===== config.mk =====
export PLATFORM = sky130hd
export DESIGN_NAME = can_id_range_filter_bank_packer
export DESIGN_NICKNAME = d
export VERILOG_FILES = /design/src/cirf_pkg.sv /design/src/cirf_front.sv /design/src/cirf_fifo.sv /design/src/cirf_back.sv /design/src/can_id_range_filter_bank_packer.sv
export SDC_FILE = /design/constraint.sdc
export NUM_CORES = 1
export LEC_CHECK = 0
export BUFFER_PORTS_ARGS = -buffer_cell sky130_fd_sc_hd__buf_2
export CAP_MARGIN = 40
export CORE_ASPECT_RATIO = 1.75
export CORE_MARGIN = 2
export CORE_UTILIZATION = 50
export CTS_CLUSTER_DIAMETER = 30
export DETAILED_ROUTE_END_ITERATION = 16
export PLACE_DENSITY = 0.68
export SETUP_SLACK_MARGIN = 0.3
export SLEW_MARGIN = 20
export SYNTH_ARGS = -nofsm -noshare
export SYNTH_HDL_FRONTEND = slang
export SYNTH_SLANG_ARGS = --single-unit

===== constraint.sdc =====
create_clock -name i_clk -period 12.1 [get_ports i_clk]
set_input_delay 2.42 -clock i_clk [delete_from_list [all_inputs] [get_ports i_clk]]
set_output_delay 2.42 -clock i_clk [all_outputs]
set_load 0.05 [all_outputs]

===== src/cirf_pkg.sv =====
// Package for the CAN identifier range filter packer.
// Holds the command codes, the front-to-back operation type and the result type.
// No dependencies.
package cirf_pkg;

    localparam int ID_BITS = 29;
    localparam int STD_BITS = 11;
    localparam int SH_BITS = 5;
    localparam int CUR_BITS = 30;
    localparam logic [31:0] STD_MAX = 32'h0000_07FF;
    localparam logic [31:0] EXT_MAX = 32'h1FFF_FFFF;
    localparam logic [31:0] IDE_FLAG = 32'h0000_0004;
    localparam logic [3:0] MAX_BANK_WRITES = 4'd14;

    localparam logic [1:0] CMD_CLEAR = 2'd0;
    localparam logic [1:0] CMD_ADD_STD = 2'd1;
    localparam logic [1:0] CMD_ADD_EXT = 2'd2;
    localparam logic [1:0] CMD_FLUSH = 2'd3;

    localparam logic [1:0] ST_OK = 2'd0;
    localparam logic [1:0] ST_PARAM = 2'd1;
    localparam logic [1:0] ST_FULL = 2'd2;

    localparam logic KIND_BANK = 1'b0;
    localparam logic KIND_STATUS = 1'b1;

    typedef enum logic [2:0] {
        OP_CLEAR    = 3'd0,
        OP_END      = 3'd1,
        OP_FLUSH    = 3'd2,
        OP_STD_ID   = 3'd3,
        OP_STD_PAIR = 3'd4,
        OP_EXT_ID   = 3'd5,
        OP_EXT_PAIR = 3'd6
    } t_op_code;

    typedef struct packed {
        t_op_code             code;
        logic [ID_BITS-1:0]   id;
        logic [SH_BITS-1:0]   sh;
        logic [1:0]           status;
        logic                 last;
    } t_op;

    typedef struct packed {
        logic        kind;
        logic [3:0]  bank_index;
        logic [31:0] word_one;
        logic [31:0] word_two;
        logic        wide_scale;
        logic        list_mode;
        logic [1:0]  status;
        logic        last;
    } t_result;

endpackage


===== src/cirf_front.sv =====
// Front end: accepts requests, checks and orders the range and splits it into
// aligned power-of-two blocks, one operation per cycle while the queue is not full. Uses cirf_pkg.
module cirf_front import cirf_pkg::*; (
    input  logic        i_clk,
    input  logic        i_rst_n,
    input  logic        i_valid,
    output logic        o_stall,
    input  logic [1:0]  i_cmd,
    input  logic [31:0] i_range_low,
    input  logic [31:0] i_range_high,
    output logic        o_push,
    output t_op         o_op,
    input  logic        i_q_full
);

    typedef enum logic [1:0] {
        F_IDLE = 2'b01,
        F_GEN  = 2'b10
    } t_fstate;

    t_fstate             r_state, n_state;
    logic [CUR_BITS-1:0] r_cur, n_cur;
    logic [ID_BITS-1:0]  r_end, n_end;
    logic                r_ext, n_ext;

    logic                accept;
    logic [31:0]         max_id;
    logic [SH_BITS-1:0]  tz, fl, sh;
    logic [CUR_BITS-1:0] rem, next_cur;
    logic [31:0]         lo_v, hi_v;

    assign o_stall = !((r_state == F_IDLE) && !i_q_full);
    assign accept = i_valid && !o_stall;

    // Block size: the largest power of two that is aligned at cur and fits
    // in what is left of the range.
    always_comb begin
        tz = r_ext ? SH_BITS'(ID_BITS) : SH_BITS'(STD_BITS);
        for (int i = ID_BITS - 1; i >= 0; i--) begin
            if (r_cur[i] && (r_ext || i < STD_BITS)) tz = SH_BITS'(i);
        end
        rem = {1'b0, r_end} - r_cur + CUR_BITS'(1);
        fl = '0;
        for (int i = 0; i < CUR_BITS; i++) begin
            if (rem[i]) fl = SH_BITS'(i);
        end
        sh = (tz < fl) ? tz : fl;
        next_cur = r_cur + (CUR_BITS'(1) << sh);
    end

    always_comb begin
        n_state = r_state;
        n_cur = r_cur;
        n_end = r_end;
        n_ext = r_ext;
        o_push = 1'b0;
        o_op = '{code: OP_END, id: r_cur[ID_BITS-1:0], sh: sh, status: ST_OK,
                 last: 1'b0};
        max_id = (i_cmd == CMD_ADD_EXT) ? EXT_MAX : STD_MAX;
        lo_v = (i_range_low < i_range_high) ? i_range_low : i_range_high;
        hi_v = (i_range_low < i_range_high) ? i_range_high : i_range_low;
        case (r_state)
            F_IDLE: begin
                if (accept) begin
                    case (i_cmd)
                        CMD_CLEAR: begin
                            o_push = 1'b1;
                            o_op.code = OP_CLEAR;
                            o_op.last = 1'b1;
                        end
                        CMD_FLUSH: begin
                            o_push = 1'b1;
                            o_op.code = OP_FLUSH;
                            o_op.last = 1'b1;
                        end
                        default: begin
                            if (i_range_low > max_id || i_range_high > max_id) begin
                                o_push = 1'b1;
                                o_op.code = OP_END;
                                o_op.status = ST_PARAM;
                                o_op.last = 1'b1;
                            end else begin
                                n_cur = CUR_BITS'(lo_v[ID_BITS-1:0]);
                                n_end = hi_v[ID_BITS-1:0];
                                n_ext = (i_cmd == CMD_ADD_EXT);
                                n_state = F_GEN;
                            end
                        end
                    endcase
                end
            end
            F_GEN: begin
                if (!i_q_full) begin
                    o_push = 1'b1;
                    if (r_ext) o_op.code = (sh == '0) ? OP_EXT_ID : OP_EXT_PAIR;
                    else o_op.code = (sh == '0) ? OP_STD_ID : OP_STD_PAIR;
                    o_op.last = (next_cur > {1'b0, r_end});
                    n_cur = next_cur;
                    if (o_op.last) n_state = F_IDLE;
                end
            end
            default: n_state = F_IDLE;
        endcase
    end

    always_ff @(posedge i_clk) begin
        if (!i_rst_n) begin
            r_state <= F_IDLE;
        end else begin
            r_state <= n_state;
        end
        r_cur <= n_cur;
        r_end <= n_end;
        r_ext <= n_ext;
    end

endmodule


===== src/cirf_fifo.sv =====
// Four-entry operation queue between the front end and the back end.
// Uses cirf_pkg for the operation type.
module cirf_fifo import cirf_pkg::*; (
    input  logic i_clk,
    input  logic i_rst_n,
    input  logic i_push,
    input  t_op  i_op,
    output logic o_full,
    input  logic i_pop,
    output logic o_empty,
    output t_op  o_op
);

    t_op        r_mem [4];
    logic [1:0] r_wr, r_rd;
    logic [2:0] r_count;

    assign o_full = (r_count == 3'd4);
    assign o_empty = (r_count == 3'd0);
    assign o_op = r_mem[r_rd];

    always_ff @(posedge i_clk) begin
        if (!i_rst_n) begin
            r_wr <= '0;
            r_rd <= '0;
            r_count <= '0;
        end else begin
            if (i_push && !o_full) r_wr <= r_wr + 2'd1;
            if (i_pop && !o_empty) r_rd <= r_rd + 2'd1;
            r_count <= r_count + 3'(i_push && !o_full) - 3'(i_pop && !o_empty);
        end
        if (i_push && !o_full) r_mem[r_wr] <= i_op;
    end

endmodule


===== src/cirf_back.sv =====
// Back end: keeps the list and pair accumulators and the bank count, turns
// operations into bank writes and status results. Uses cirf_pkg.
module cirf_back import cirf_pkg::*; #(
    parameter int BANK_COUNT = 14
) (
    input  logic    i_clk,
    input  logic    i_rst_n,
    input  logic    i_q_empty,
    input  t_op     i_op,
    output logic    o_pop,
    output logic    o_valid,
    input  logic    i_stall,
    output t_result o_res
);

    localparam int BW = $clog2(BANK_COUNT + 1);
    localparam logic [BW-1:0] BANK_LIMIT = BW'(BANK_COUNT);

    typedef enum logic [2:0] {
        B_FETCH  = 3'b001,
        B_FLUSH  = 3'b010,
        B_STATUS = 3'b100
    } t_bstate;

    t_bstate              r_state, n_state;
    logic [BW-1:0]        r_banks, n_banks;
    logic [3:0]           r_res_n, n_res_n;
    logic [STD_BITS-1:0]  r_sl [4];
    logic [STD_BITS-1:0]  n_sl [4];
    logic [1:0]           r_sl_fill, n_sl_fill;
    logic [STD_BITS-1:0]  r_sp_id [2];
    logic [STD_BITS-1:0]  n_sp_id [2];
    logic [STD_BITS-1:0]  r_sp_mask [2];
    logic [STD_BITS-1:0]  n_sp_mask [2];
    logic                 r_sp_fill, n_sp_fill;
    logic [ID_BITS-1:0]   r_el [2];
    logic [ID_BITS-1:0]   n_el [2];
    logic                 r_el_fill, n_el_fill;
    logic                 r_abort, n_abort;
    logic [1:0]           r_phase, n_phase;
    logic                 r_valid, n_valid;
    t_result              r_res, n_res;

    logic                 out_free, full, want_bank, blk_op;
    logic [31:0]          bw1, bw2;
    logic                 bwide, blist;
    logic [STD_BITS-1:0]  blk_std_mask;
    logic [ID_BITS-1:0]   ext_mask;

    assign out_free = !r_valid || !i_stall;
    assign full = (r_banks >= BANK_LIMIT) || (r_res_n >= MAX_BANK_WRITES);
    assign blk_std_mask = {STD_BITS{1'b1}} << i_op.sh;
    assign ext_mask = {ID_BITS{1'b1}} << i_op.sh;
    assign o_valid = r_valid;
    assign o_res = r_res;

    function automatic t_result status_res(input logic [1:0] st);
        t_result r;
        r = '0;
        r.kind = KIND_STATUS;
        r.status = st;
        r.last = 1'b1;
        return r;
    endfunction

    function automatic t_result bank_res(input logic [3:0] idx, input logic [31:0] w1,
                                         input logic [31:0] w2, input logic wide,
                                         input logic list);
        t_result r;
        r = '0;
        r.kind = KIND_BANK;
        r.bank_index = idx;
        r.word_one = w1;
        r.word_two = w2;
        r.wide_scale = wide;
        r.list_mode = list;
        return r;
    endfunction

    always_comb begin
        n_state = r_state;
        n_banks = r_banks;
        n_res_n = r_res_n;
        n_sl = r_sl;
        n_sl_fill = r_sl_fill;
        n_sp_id = r_sp_id;
        n_sp_mask = r_sp_mask;
        n_sp_fill = r_sp_fill;
        n_el = r_el;
        n_el_fill = r_el_fill;
        n_abort = r_abort;
        n_phase = r_phase;
        n_valid = r_valid && i_stall;
        n_res = r_res;
        o_pop = 1'b0;
        want_bank = 1'b0;
        blk_op = 1'b0;
        bw1 = '0;
        bw2 = '0;
        bwide = 1'b0;
        blist = 1'b0;
        case (r_state)
            B_FETCH: begin
                if (!i_q_empty && out_free) begin
                    o_pop = 1'b1;
                    if (r_abort) begin
                        // The command already ran out of banks; drop its blocks.
                        if (i_op.last) begin
                            n_valid = 1'b1;
                            n_res = status_res(ST_FULL);
                            n_abort = 1'b0;
                            n_res_n = '0;
                        end
                    end else begin
                        case (i_op.code)
                            OP_CLEAR: begin
                                n_banks = '0;
                                for (int i = 0; i < 4; i++) n_sl[i] = '0;
                                n_sl_fill = '0;
                                for (int i = 0; i < 2; i++) begin
                                    n_sp_id[i] = '0;
                                    n_sp_mask[i] = '0;
                                    n_el[i] = '0;
                                end
                                n_sp_fill = 1'b0;
                                n_el_fill = 1'b0;
                                n_valid = 1'b1;
                                n_res = status_res(ST_OK);
                                n_res_n = '0;
                            end
                            OP_END: begin
                                n_valid = 1'b1;
                                n_res = status_res(i_op.status);
                                n_res_n = '0;
                            end
                            OP_FLUSH: begin
                                n_state = B_FLUSH;
                                n_phase = '0;
                            end
                            OP_STD_ID: begin
                                blk_op = 1'b1;
                                if (r_sl_fill == 2'd0) begin
                                    for (int i = 0; i < 4; i++) n_sl[i] = i_op.id[STD_BITS-1:0];
                                end else begin
                                    n_sl[r_sl_fill] = i_op.id[STD_BITS-1:0];
                                end
                                if (r_sl_fill == 2'd3) begin
                                    want_bank = 1'b1;
                                    bw2 = 32'({n_sl[3], 21'd0}) | 32'({n_sl[2], 5'd0});
                                    bw1 = 32'({n_sl[1], 21'd0}) | 32'({n_sl[0], 5'd0});
                                    blist = 1'b1;
                                    n_sl_fill = 2'd0;
                                end else begin
                                    n_sl_fill = r_sl_fill + 2'd1;
                                end
                            end
                            OP_STD_PAIR: begin
                                blk_op = 1'b1;
                                if (!r_sp_fill) begin
                                    for (int i = 0; i < 2; i++) begin
                                        n_sp_id[i] = i_op.id[STD_BITS-1:0];
                                        n_sp_mask[i] = blk_std_mask;
                                    end
                                    n_sp_fill = 1'b1;
                                end else begin
                                    n_sp_id[1] = i_op.id[STD_BITS-1:0];
                                    n_sp_mask[1] = blk_std_mask;
                                    want_bank = 1'b1;
                                    bw1 = 32'({r_sp_mask[0], 21'd0}) | 32'({r_sp_id[0], 5'd0});
                                    bw2 = 32'({blk_std_mask, 21'd0})
                                        | 32'({i_op.id[STD_BITS-1:0], 5'd0});
                                    n_sp_fill = 1'b0;
                                end
                            end
                            OP_EXT_ID: begin
                                blk_op = 1'b1;
                                if (!r_el_fill) begin
                                    n_el[0] = i_op.id;
                                    n_el[1] = i_op.id;
                                    n_el_fill = 1'b1;
                                end else begin
                                    n_el[1] = i_op.id;
                                    want_bank = 1'b1;
                                    bw1 = {r_el[0], 3'd0} | IDE_FLAG;
                                    bw2 = {i_op.id, 3'd0} | IDE_FLAG;
                                    bwide = 1'b1;
                                    blist = 1'b1;
                                    n_el_fill = 1'b0;
                                end
                            end
                            OP_EXT_PAIR: begin
                                blk_op = 1'b1;
                                want_bank = 1'b1;
                                bw1 = {i_op.id, 3'd0} | IDE_FLAG;
                                bw2 = {ext_mask, 3'd0};
                                bwide = 1'b1;
                            end
                            default: ;
                        endcase
                        if (blk_op) begin
                            if (want_bank && full) begin
                                if (i_op.last) begin
                                    n_valid = 1'b1;
                                    n_res = status_res(ST_FULL);
                                    n_res_n = '0;
                                end else begin
                                    n_abort = 1'b1;
                                end
                            end else if (want_bank) begin
                                n_valid = 1'b1;
                                n_res = bank_res(4'(r_banks), bw1, bw2, bwide, blist);
                                n_banks = r_banks + BW'(1);
                                n_res_n = r_res_n + 4'd1;
                                if (i_op.last) n_state = B_STATUS;
                            end else if (i_op.last) begin
                                n_valid = 1'b1;
                                n_res = status_res(ST_OK);
                                n_res_n = '0;
                            end
                        end
                    end
                end
            end
            B_FLUSH: begin
                if (out_free) begin
                    case (r_phase)
                        2'd0: begin
                            want_bank = (r_sl_fill != 2'd0);
                            bw1 = 32'({r_sl[1], 21'd0}) | 32'({r_sl[0], 5'd0});
                            bw2 = 32'({r_sl[3], 21'd0}) | 32'({r_sl[2], 5'd0});
                            blist = 1'b1;
                        end
                        2'd1: begin
                            want_bank = r_sp_fill;
                            bw1 = 32'({r_sp_mask[0], 21'd0}) | 32'({r_sp_id[0], 5'd0});
                            bw2 = 32'({r_sp_mask[1], 21'd0}) | 32'({r_sp_id[1], 5'd0});
                        end
                        default: begin
                            want_bank = r_el_fill;
                            bw1 = {r_el[0], 3'd0} | IDE_FLAG;
                            bw2 = {r_el[1], 3'd0} | IDE_FLAG;
                            bwide = 1'b1;
                            blist = 1'b1;
                        end
                    endcase
                    if (want_bank && full) begin
                        n_valid = 1'b1;
                        n_res = status_res(ST_FULL);
                        n_res_n = '0;
                        n_state = B_FETCH;
                    end else begin
                        if (want_bank) begin
                            n_valid = 1'b1;
                            n_res = bank_res(4'(r_banks), bw1, bw2, bwide, blist);
                            n_banks = r_banks + BW'(1);
                            n_res_n = r_res_n + 4'd1;
                        end
                        if (r_phase == 2'd2) n_state = B_STATUS;
                        else n_phase = r_phase + 2'd1;
                    end
                end
            end
            B_STATUS: begin
                // Only an ok status is left over after a bank write.
                if (out_free) begin
                    n_valid = 1'b1;
                    n_res = status_res(ST_OK);
                    n_res_n = '0;
                    n_state = B_FETCH;
                end
            end
            default: n_state = B_FETCH;
        endcase
    end

    always_ff @(posedge i_clk) begin
        if (!i_rst_n) begin
            r_state <= B_FETCH;
            r_banks <= '0;
            r_res_n <= '0;
            r_sl_fill <= '0;
            r_sp_fill <= 1'b0;
            r_el_fill <= 1'b0;
            r_abort <= 1'b0;
            r_phase <= '0;
            r_valid <= 1'b0;
            for (int i = 0; i < 4; i++) r_sl[i] <= '0;
            for (int i = 0; i < 2; i++) begin
                r_sp_id[i] <= '0;
                r_sp_mask[i] <= '0;
                r_el[i] <= '0;
            end
        end else begin
            r_state <= n_state;
            r_banks <= n_banks;
            r_res_n <= n_res_n;
            r_sl_fill <= n_sl_fill;
            r_sp_fill <= n_sp_fill;
            r_el_fill <= n_el_fill;
            r_abort <= n_abort;
            r_phase <= n_phase;
            r_valid <= n_valid;
            r_sl <= n_sl;
            r_sp_id <= n_sp_id;
            r_sp_mask <= n_sp_mask;
            r_el <= n_el;
        end
        r_res <= n_res;
    end

endmodule


===== src/can_id_range_filter_bank_packer.sv =====
// Top level of the CAN identifier range filter packer.
// Depends on cirf_pkg, cirf_front, cirf_fifo and cirf_back.
//
// Usage: a request (clear, add standard range, add extended range, flush) is
// taken on the input channel when i_valid is high and o_stall is low. Each
// request produces zero or more bank-write results followed by one status
// result with o_last set; results leave through a registered output that is
// taken when o_valid is high and i_stall is low.
// Throughput: the front end takes one request at a time. An add request
// splits its range into aligned blocks, one block per cycle while the queue
// is not full. The back end handles one block per cycle while the output is
// free; the status after a final bank write comes from its own state, and a
// flush writes the filled list, pair and extended accumulators in turn.
// Before the first result, a clear or a rejected range passes the queue and
// the output register; an add also passes the front end's block generator.
// The four-entry queue lets the front end run ahead while
// the back end waits on a stalled receiver; a stalled output holds its
// result and back-pressures through the queue to o_stall.
// Reset clears the bank count, all accumulators and the queue; the block is
// ready in the cycle after reset is released.
module can_id_range_filter_bank_packer import cirf_pkg::*; #(
    parameter int BANK_COUNT = 14
) (
    input  logic        i_clk,
    input  logic        i_rst_n,
    input  logic        i_valid,
    output logic        o_stall,
    input  logic [1:0]  i_cmd,
    input  logic [31:0] i_range_low,
    input  logic [31:0] i_range_high,
    output logic        o_valid,
    input  logic        i_stall,
    output logic        o_kind,
    output logic [3:0]  o_bank_index,
    output logic [31:0] o_filter_word_one,
    output logic [31:0] o_filter_word_two,
    output logic        o_wide_scale,
    output logic        o_list_mode,
    output logic [1:0]  o_status,
    output logic        o_last
);

    logic    push, q_full, pop, q_empty;
    t_op     op_in, op_out;
    t_result res;

    cirf_front u_front (
        .i_clk       (i_clk),
        .i_rst_n     (i_rst_n),
        .i_valid     (i_valid),
        .o_stall     (o_stall),
        .i_cmd       (i_cmd),
        .i_range_low (i_range_low),
        .i_range_high(i_range_high),
        .o_push      (push),
        .o_op        (op_in),
        .i_q_full    (q_full)
    );

    cirf_fifo u_fifo (
        .i_clk  (i_clk),
        .i_rst_n(i_rst_n),
        .i_push (push),
        .i_op   (op_in),
        .o_full (q_full),
        .i_pop  (pop),
        .o_empty(q_empty),
        .o_op   (op_out)
    );

    cirf_back #(.BANK_COUNT(BANK_COUNT)) u_back (
        .i_clk    (i_clk),
        .i_rst_n  (i_rst_n),
        .i_q_empty(q_empty),
        .i_op     (op_out),
        .o_pop    (pop),
        .o_valid  (o_valid),
        .i_stall  (i_stall),
        .o_res    (res)
    );

    assign o_kind = res.kind;
    assign o_bank_index = res.bank_index;
    assign o_filter_word_one = res.word_one;
    assign o_filter_word_two = res.word_two;
    assign o_wide_scale = res.wide_scale;
    assign o_list_mode = res.list_mode;
    assign o_status = res.status;
    assign o_last = res.last;

endmodule


After elaboration in Yosys (flattened, before gate mapping)
Memory sizes are Yosys's and may differ from the RTL's. A register that Yosys moved wholly into a read port is not among the register bits.
Index checks and enable logic that the tools add are counted.
{"block": "word_totals", "register_bits": 308, "word_cells": 390, "ram_bits": 160, "out_inout_bits": 76, "memories": 1, "inputBits": 70}
{"name": "u_fifo.r_mem", "words": 4, "word_bits": 40, "rd": 1, "rd_clocked_by_memory_dff": 1, "write_ports": 1, "line": "cirf_fifo.sv:14", "rtl": "t_op r_mem [4];"}
{"block": "op_classes", "n_reduce_logical": 65, "bitwise": 11, "shift": 3, "order_cmp": 9, "muxes": 221, "n_eq_ne": 35, "addsub": 11}
{"operator": "$mux 74", "count": 12}
{"operator": "$mux 5", "count": 59}
{"operator": "$pmux 32 s4", "count": 2}
{"operator": "$or 32x16->32", "count": 7}
{"operator": "$pmux 74 s3", "count": 1}
{"operator": "$mux 44", "count": 5}
{"operator": "$mux 32", "count": 6}
{"operator": "$pmux 74 s2", "count": 1}
{"operator": "$pmux 32 s2", "count": 2}
{"operator": "$mux 30", "count": 4}
{"operator": "$mux 29", "count": 4}
{"operator": "$pmux 58 s2", "count": 1}
{"operator": "$pmux 22 s2", "count": 2}
{"operator": "$pmux 44 s2", "count": 1}
{"operator": "$mux 4", "count": 21}
{"operator": "$gt 32x29->1", "count": 2}
{"operator": "$pmux 30 s2", "count": 1}
{"operator": "$mux 3", "count": 16}
{"operator": "$bwmux 44", "count": 1}
{"operator": "$mux 1", "count": 44}
{"operator": "$mux 2", "count": 17}
{"operator": "$mux 11", "count": 3}
{"operator": "$lt 32x32->1", "count": 1}
{"operator": "$add 30x1->30 const B", "count": 1}
{"operator": "other kinds (50)", "count": 141}

Depth between registers and ports, before layout
Gate-level depths: netlist of the first run.
{"block": "logic_depth", "ltp_word": 39, "ltp_mapped": 54}

By module
From an unflattened synthesis of the first run, not the netlist that was laid out.
{"block": "hier_totals", "hier_cells": 2933, "area_unflattened_um2": 28972.8}
{"module": "cirf_back", "cells_each": 1418, "area_per_inst_um2": 12474.5, "instances": 1}
{"module": "cirf_front", "cells_each": 1255, "area_per_inst_um2": 10196.0, "instances": 1}
{"module": "cirf_fifo", "cells_each": 260, "area_per_inst_um2": 6302.3, "instances": 1}

Worst setup path after synthesis of the first run
No wires, ideal clock.
{"block": "synth_path", "kind": "register to register", "startpoint": "register u_front.r_cur[1]", "endpoint": "register u_front.r_state[1]", "path_stages_with_launch": 48, "t_arrival_ps": 10060, "synth_period_minus_slack_ps": 10176, "setup_ps": 116, "path_slack_ps": 1924, "path_cell_list": "edfxtp_1 ha_1 inv_1 ha_1 fa_1 a211oi_2 o21ai_2 a31o_2 a31o_2 or3b_2 a21oi_1 o2111a_1 o311ai_0 nand2_1 inv_1 ha_1 a21o_1 a211o_1 [... 12 more ...] and3b_1 o31a_1 a21o_1 xor2_1 ha_1 a21oi_1 nor2b_1 o21ai_0 nand2b_1 a21oi_1 nor2b_1 o21ai_0 nand2b_1 a211oi_1 a31o_2 nand2_1 o2111a_1 a31o_1"}
{"element": "start, declared", "line": "cirf_front.sv:22", "rtl": "logic [CUR_BITS-1:0] r_cur, n_cur;"}
{"element": "start signal, assigned", "line": "cirf_front.sv:112", "rtl": "r_cur <= n_cur;"}
{"element": "end signal, assigned", "line": "cirf_front.sv:110", "rtl": "r_state <= n_state;"}
{"element": "end, declared", "line": "cirf_front.sv:21", "rtl": "t_fstate r_state, n_state;"}

==> summary.md, run 1 <==
| Metric | Value |
|---|---|
| Status | `completed` |
| WHS | `between 0.4 and 0.5 ns` |
| Htree depth | `3` |
| FF+latch count, synth | `approximately 470` |
| Async SR Flop Fraction | `0` |
| Cell Count, Final, Fillers Out | `around 3,900` |
| Largest net degree at the start of global routing | `about 90` |
| Main flop type after synthesis | `edfxtp_1` |
| # setup viols final | `0` |
| Yosys top cell by area | `edfxtp_1` |
| CTS Buffer Depth | `3` |
| Later-pin clock latency in the skew report | `about 0.64 ns` |
| Tightest Pin Transition | `approximately 0.89 ns` |
| Worst setup EP type | `register` |
| List of most frequent post-synthesis cells | `edfxtp_1, a21oi_1, nand2_1` |
| Mapped Cells | `2,895` |
| Unrepaired setup endpoints after global routing | `false` |
| Ports | `between 100 and 150` |
| Crit path arrival time | `11.79 ns` |
| Multi-input gate area | `around 15,000 um2` |
| Yosys cell types | `86` |
| Power per cell area | `305.5 nW/um2` |
| Net Count, Synth | `around 3,200` |
| Max IR drop VDD | `roughly 190 uV` |
| Synth warn | `0` |
| Initial Util | `0.5063` |
| DRT iter0 DRCs | `between 2,000 and 2,500` |
| Drt total wl | `between 100,000 and 150,000 um` |
| Critical Path Source | `u_front.r_cur[10]` |
| # DRC | `0` |
| Die width | `about 180 um` |
| Post-DP HPWL | `75,320 um` |
| CP Max Fanout | `8` |
| Fillers | `roughly 4,800` |
| Post-route ant nets | `0` |
| Critical Path Max Stage Delay | `roughly 0.5 ns` |
| Max_cap viols | `0` |
| Final worst setup slack | `roughly 0.84 ns` |
| Hold Vio Cnt, Final | `0` |
| Post-synth EDFFs | `290` |
| Top cells by area, synth | `edfxtp_1, dfxtp_1, ha_1` |
| Die Footprint | `just under 60,000 um2` |
| Vias in the first global route | `25,600` |
| Syn avg cell area | `9.840 um2` |
| Mapped Area | `28,490 um2` |
| Clock transition at path regs | `around 0.06 ns` |
| Final GP Congestion | `~0.99` |
| Via count | `~25,000` |
| Setup crit start kind | `register` |
| Setup_tns | `0 ns` |
| Initial antenna violation count | `1` |
| FP Rows | `approximately 120` |
| Root Driver | `clkbuf_16` |
| First-pass GRT wire length | `154,000 um` |
| Slew Limit Fails | `0` |
| Area growth syn-to-layout | `17.01%` |
| Gr usage total | `0.3516` |
| Core box area | `56,260 um2` |
| DP Cell Count | `3,727` |
| Headroom to the max-slew limit | `0.4067` |
| Hold WC Path Type | `reg2reg` |
| Final net count | `3,333` |
| Leakage Power | `about 13 nW` |
| FF+latch area | `~12,000 um2` |
| CP most frequent cell | `ha_1` |
| Fin crit share | `0.9303` |
| Wire per inst | `26.80 um` |
| F_max | `between 0.08 and 0.09 GHz` |
| Hold buffers post-CTS | `0` |
| Global route overflow | `0` |
| Die Y | `roughly 320 um` |
| Hold wc startpoint | `u_back.r_el[30]` |
| CTS tree | `yes` |
| Post-synthesis sequential area ratio | `0.4294` |
| Share of layout cells above drive strength 1 | `0.1665` |
| CTS Buf Count | `between 70 and 80` |
| Vias/cell | `around 6.5` |
| Clk sinks | `roughly 470` |
| Startpoint of the worst-slack reg-to-reg timing path | `u_front.r_cur[10]` |
| # port buffers | `145` |
| Critical-path top delay cell | `edfxtp_1` |
| Drt first pass iters | `6` |
| Clk_skew | `about 0.04 ns` |
| Tmin final | `~11 ns` |
| Share of the synthesized area in the top cell type | `0.3057` |
| Post-place setup slack | `0.7208 ns` |
| Most common cell in the synthesized netlist | `edfxtp_1` |
| Type of the worst setup path | `reg2reg` |
| Worst Path Required | `around 13 ns` |
-- cell usage in the layout, fill, tap and decap left out, types with 22 or more instances in the layout --
master,n
a21o_1,54
and2_1,44
dfxtp_1,175
nand2_1,227
clkbuf_16,80
a31oi_1,41
buf_2,146
a21boi_0,42
nor3_1,28
nand3_1,63
mux2_2,38
ha_1,205
a21oi_1,248
buf_4,88
a22o_1,43
nand2b_1,22
nand4_1,23
mux2i_1,42
xnor2_1,31
mux4_2,39
inv_1,147
a22oi_1,128
o21ai_0,127
nor2_1,144
edfxtp_1,290
a221oi_1,32
nor2b_1,140
o22ai_1,47
-- area by class of cell --
| class | count | share of cell area |
|---|---|---|
| Inverter | 148 | 0.01667 |
| Sequential cell | 466 | 0.3670 |
| Clock inverter | 51 | 0.01764 |
| Antenna cell | 2 | 0.0001502 |
| Timing Repair Buffer | 249 | 0.05124 |
| Clock buffer | 94 | 0.06344 |
| Multi-Input combinational cell | 2110 | 0.4553 |
| Tap cell | 760 | 0.02853 |
-- final timing paths --
kind / to / slack [ns] / cells after the start
worst min-delay path: u_back.r_el[30] / 0.46 / 2
worst max register to register: u_front.r_state[1] / 0.84 / 50
worst max-delay path: u_front.r_state[1] / 0.84 / 50
worst min register to register: u_back.r_el[30] / 0.46 / 2
-- routing by layer --
metal	vias up	wire, um	track usage
met5	-	18	0
met4	2	10180	0.3086
met1	12070	32830	0.3349
met2	1353	53370	0.6308
li1	11230	-	-
met3	455	7573	0.07140
-- critical path, delay by kind of cell, from the launching register on --
family / cells / cell delay (ns)
compound gates: 23 / 4.88
xor+xnor: 1 / 0.27
fa+ha+maj: 6 / 1.72
buf+inv: 4 / 0.61
flops: 1 / 0.49
mux: 2 / 0.47
simple gates: 14 / 2.71
-- repair_timing --
action	4_1_cts	5_1_grt
setup buffers	0	1
setup endpoints to repair	0	6
resized for setup	0	11
-- state kept, by name, summed over array words and instances, names as in the netlist, named ones only --
register	flops
u_back.o_valid	1
u_fifo.r_wr	2
u_back.r_banks	4
u_back.o_res	74
u_back.r_sl	44
u_back.r_el_fill	1
u_front.r_state	2
u_back.r_sl_fill	2
u_front.r_cur	30
u_front.r_end	29
u_back.r_sp_fill	1
u_back.r_sp_id	22
u_fifo.r_rd	2
u_back.r_el	58
u_front.r_ext	1
u_back.r_phase	2
u_back.r_res_n	4
u_back.r_sp_mask	22
u_fifo.r_mem	156
u_back.r_abort	1
u_fifo.r_count	3
u_back.r_state	3
-- metrics by stage --
| step | cell area, um2 | utilization | power [mW] |
|---|---|---|---|
| floorplan | 28490 | - | 5.892 |
| CTS | 33210 | 0.5903 | 10.02 |
| global route | 33330 | 0.5924 | 10.61 |
| detailed placement | 30510 | 0.5423 | 7.729 |
| global placement | 30190 | 0.5366 | 7.547 |
| finish | 33330 | 0.5925 | 10.18 |
-- kinds of logic after synthesis --
kind of cell | synth area share
AOI/OAI and AO/OA | 0.2213
and+or+nand+nor | 0.1385
DFF | 0.4294
buffers and inverters | 0.04230
adders and majority gates | 0.09303
muxes | 0.06140
xor gates and xnor gates | 0.01401
-- report_power, final --
part           internal, mW  switching, mW  leakage, nW
registers              2.31          0.324         4.15
logic                  1.67           3.61         7.48
clock network          1.42          0.848         1.31
No activity file was read; power rests on OpenSTA's default activity.
==> run 2: changes to the inputs <==
--- a/config.mk
+++ b/config.mk
@@ -5,6 +5,7 @@
 export SDC_FILE = /design/constraint.sdc
 export NUM_CORES = 1
 export LEC_CHECK = 0
+export ABC_AREA = 1
 export BUFFER_PORTS_ARGS = -buffer_cell sky130_fd_sc_hd__buf_2
 export CAP_MARGIN = 40
 export CORE_ASPECT_RATIO = 1.75
==> run 2 against run 1 <==
  * Sequential cell count unchanged
  * Synthesized cell count increased by 23%
  * Non-clock buffer count decreased by 39
  * Power decreased by 7.6%
  * Synthesized area decreased by 0.33%
  * Clock power about the same
  * Global-route usage decreased by 0.93 points
  * First-iteration DRC count increased by 13%
  * Highest routed layer unchanged
==> summary.md, run 2 <==
| Metric | Value |
|---|---|
| Status | `completed` |
| CTS Buffer Depth | `3 (unchanged)` |
| Power per cell area | `287.8 nW/um2 (-5.8%)` |
| Drt total wl | `100,800 um (-3.1%)` |
| Hold WC Path Type | `reg2reg` |
| Most common cell after layout, fill and taps aside | `nand2_1` |
| Syn avg cell area | `8.000 um2 (-19%)` |
| Post-synth EDFFs | `290 (unchanged)` |
| Largest net degree at the start of global routing | `117 (+27%)` |
| Most common cell in the synthesized netlist | `nand2_1` |
| First-pass GRT wire length | `150,200 um (-2.5%)` |
| Net Count, Synth | `3,829 (+21%)` |
| Post-CTS setup buffers | `0 (unchanged)` |
| Root Driver | `clkbuf_16` |
| Worst Path Required | `12.50 ns (-0.13 ns)` |
| DRT iter0 DRCs | `2,310 (+13%)` |
| CP Max Fanout | `9 (+1)` |
| Later-pin clock latency in the skew report | `0.62 ns (-0.02 ns)` |
| Post-route ant nets | `0 (unchanged)` |
| Post-synthesis sequential area ratio | `0.4308 (+0.001419)` |
| # setup viols final | `0 (unchanged)` |
| Post-DP HPWL | `72,210 um (-4.1%)` |
| Initial Util | `0.5060 (about the same)` |
| Tmin final | `10.55 ns (-0.7017 ns)` |
| Type of the worst setup path | `reg2reg` |
| FF+latch count, synth | `466 (unchanged)` |
| Register with the most flip-flops | `u_fifo.r_mem` |
| Yosys top cell by area | `edfxtp_1` |
| Final GP Congestion | `0.9944 (+0.49%)` |
| Critical Path Max Stage Delay | `0.55 ns (+0.06 ns)` |
| Commonest non-fill, non-tap cells in the layout | `nand2_1, inv_1, a21oi_1, o21ai_0, edfxtp_1` |
| Async SR Flop Fraction | `0 (unchanged)` |
| # port buffers | `145 (unchanged)` |
| Hold Vio Cnt, Final | `0 (unchanged)` |
| Unrepaired setup endpoints after global routing | `false` |
| Area growth syn-to-layout | `15.11%` |
| Vias in the first global route | `25,990 (+1.5%)` |
| Mapped Cells | `3,549 (+23%)` |
| Die Footprint | `58,780 um2 (-0.32%)` |
| Drt first pass iters | `8 (+2)` |
| Fillers | `5,195 (+9.3%)` |
| Tightest Pin Transition | `0.9704 ns (+0.08250 ns)` |
| Setup_tns | `0 ns (unchanged)` |
| Synth warn | `0 (unchanged)` |
| Wire per inst | `22.71 um (-15%)` |
| Mapped Area | `28,390 um2 (-0.33%)` |
| Die Y | `319.2 um (-0.16%)` |
| FP Rows | `115 (unchanged)` |
| Gr usage total | `0.3424 (-0.009259)` |
| Ports | `146 (unchanged)` |
| Hold buffers post-CTS | `0 (unchanged)` |
| CTS tree | `yes` |
| WHS | `0.4630 ns (-0.0007970 ns)` |
| Headroom to the max-slew limit | `0.3364 (-0.07030)` |
| Max_cap viols | `0 (unchanged)` |
| Leakage Power | `13.60 nW (+5.1%)` |
| Setup crit start kind | `register` |
| Share of layout cells above drive strength 1 | `0.1141 (-0.05230)` |
| Core Util, Final | `0.5824 (-0.01008)` |
| Clk sinks | `466 (unchanged)` |
| Die width | `184.1 um (-0.16%)` |
| Main flop type after synthesis | `edfxtp_1` |
| Max IR drop VDD | `384.4 uV (+110%)` |
| Largest register FFs | `156 (unchanged)` |
| # DRC | `0 (unchanged)` |
| Yosys cell types | `70 (-19%)` |
| CP most frequent cell | `nand2_1` |
| Top cells by area, synth | `edfxtp_1, dfxtp_1, nand2_1` |
| Fin crit share | `0.8723 (-0.05799)` |
| Crit path arrival time | `10.95 ns (-0.84 ns)` |
| F_max | `0.09475 GHz (+6.6%)` |
| Initial antenna violation count | `7 (+6)` |
| Vias/cell | `5.989 (-7.5%)` |
| Critical-path top delay cell | `edfxtp_1` |
| List of most frequent post-synthesis cells | `nand2_1, inv_1, a21oi_1` |
| Clock transition at path regs | `0.05 ns (about the same)` |
| Clk_skew | `0.03060 ns (-0.009063 ns)` |
| Final net count | `3,949 (+18%)` |
| Slew Limit Fails | `0 (unchanged)` |
| Share of the synthesized area in the top cell type | `0.3067 (+0.001010)` |
| Worst setup EP type | `register` |
| Via count | `26,580 (+5.9%)` |
| Core box area | `56,120 um2 (-0.26%)` |
| Global route overflow | `0 (unchanged)` |
| CTS Buf Count | `77 (-1.3%)` |
| Htree depth | `3 (unchanged)` |
| Post-CTS sizing | `0 (unchanged)` |
## run 2: changes by cell type in the layout (fill, tap and decap cells not counted), moves of 50 or more
cell,delta
o21ai_0,+166
a22oi_1,-120
nor2_1,+112
nor2b_1,-140
nand3_1,+103
nand2_1,+643
inv_1,+204
a21o_1,-50
a21oi_1,+64
## run 2: path summary, 6_finish.rpt
path | from | slack, ns | cells after the start | end
max | u_front.r_cur[1] | 1.55 | 78 | u_fifo.r_mem[1][0]
min | u_back.r_el[10] | 0.46 | 2 | u_back.r_el[10]
max reg2reg | u_front.r_cur[1] | 1.55 | 78 | u_fifo.r_mem[1][0]
min reg2reg | u_back.r_el[10] | 0.46 | 2 | u_back.r_el[10]
## run 2: routing by layer
layer  track usage  up-vias  share of wire
met5             0        -        0.00039
li1              -    12490              -
met4        0.3115        6           0.10
met1        0.3248    12290           0.32
met3       0.07822      535          0.071
met2        0.6046     1261           0.50
## run 2: critical path: cells and delay by family, from the launching register on
family                     cells  cell delay [ns]
buffers and inverters          9             0.81
AOI/OAI and AO/OA             16             2.68
xor gates and xnor gates       2             0.32
and+or+nand+nor               44             3.73
DFF                            1             0.55
adders and majority gates      7             2.20
## run 2: cell families (layout without fill, tap and decap cells)
family          after synthesis  count (layout)  synth area share
xor+xnor                     52              52           0.01697
other cells                   0               4                 0
simple gates               1406            1406            0.2041
compound gates              880             880            0.1828
fa+ha+maj                   210             210           0.09334
buf+inv                     535             718           0.07201
flops                       466             466            0.4308
## run 2: cell type report
class	instances	area [um2]	share of cell area
clock inverters	49	563.0	0.01723
diodes	4	10.01	0.0003063
well taps	702	878.3	0.02688
inverters	366	1376	0.04211
flip-flops and latches	466	12230	0.3743
clock buffers	93	2112	0.06463
repair buffers	210	1290	0.03947
multi-input cells	2548	14220	0.4351
## run 2: stage by stage
step / power, mW / instances / area, um2 / worst slack (ns)
6_report: 9.406 / 4438 / 32680 / 1.546
5_1_grt: 9.846 / 4434 / 32670 / 0.5501
4_1_cts: 9.259 / 4430 / 32600 / 1.566
3_5_place_dp: 7.000 / 4288 / 29920 / 1.602
3_3_place_gp: 6.904 / 4279 / 29820 / 1.405
2_1_floorplan: 5.470 / 3549 / 28390 / 0.4748
## run 2: power breakdown
group / leakage, nW / internal, mW / switching (mW) / total [mW]
Sequential: 4.15 / 2.31 / 0.288 / 2.59
Combinational: 8.17 / 1.17 / 3.39 / 4.56
Clock: 1.28 / 1.42 / 0.837 / 2.25
Total: 13.6 / 4.89 / 4.52 / 9.41
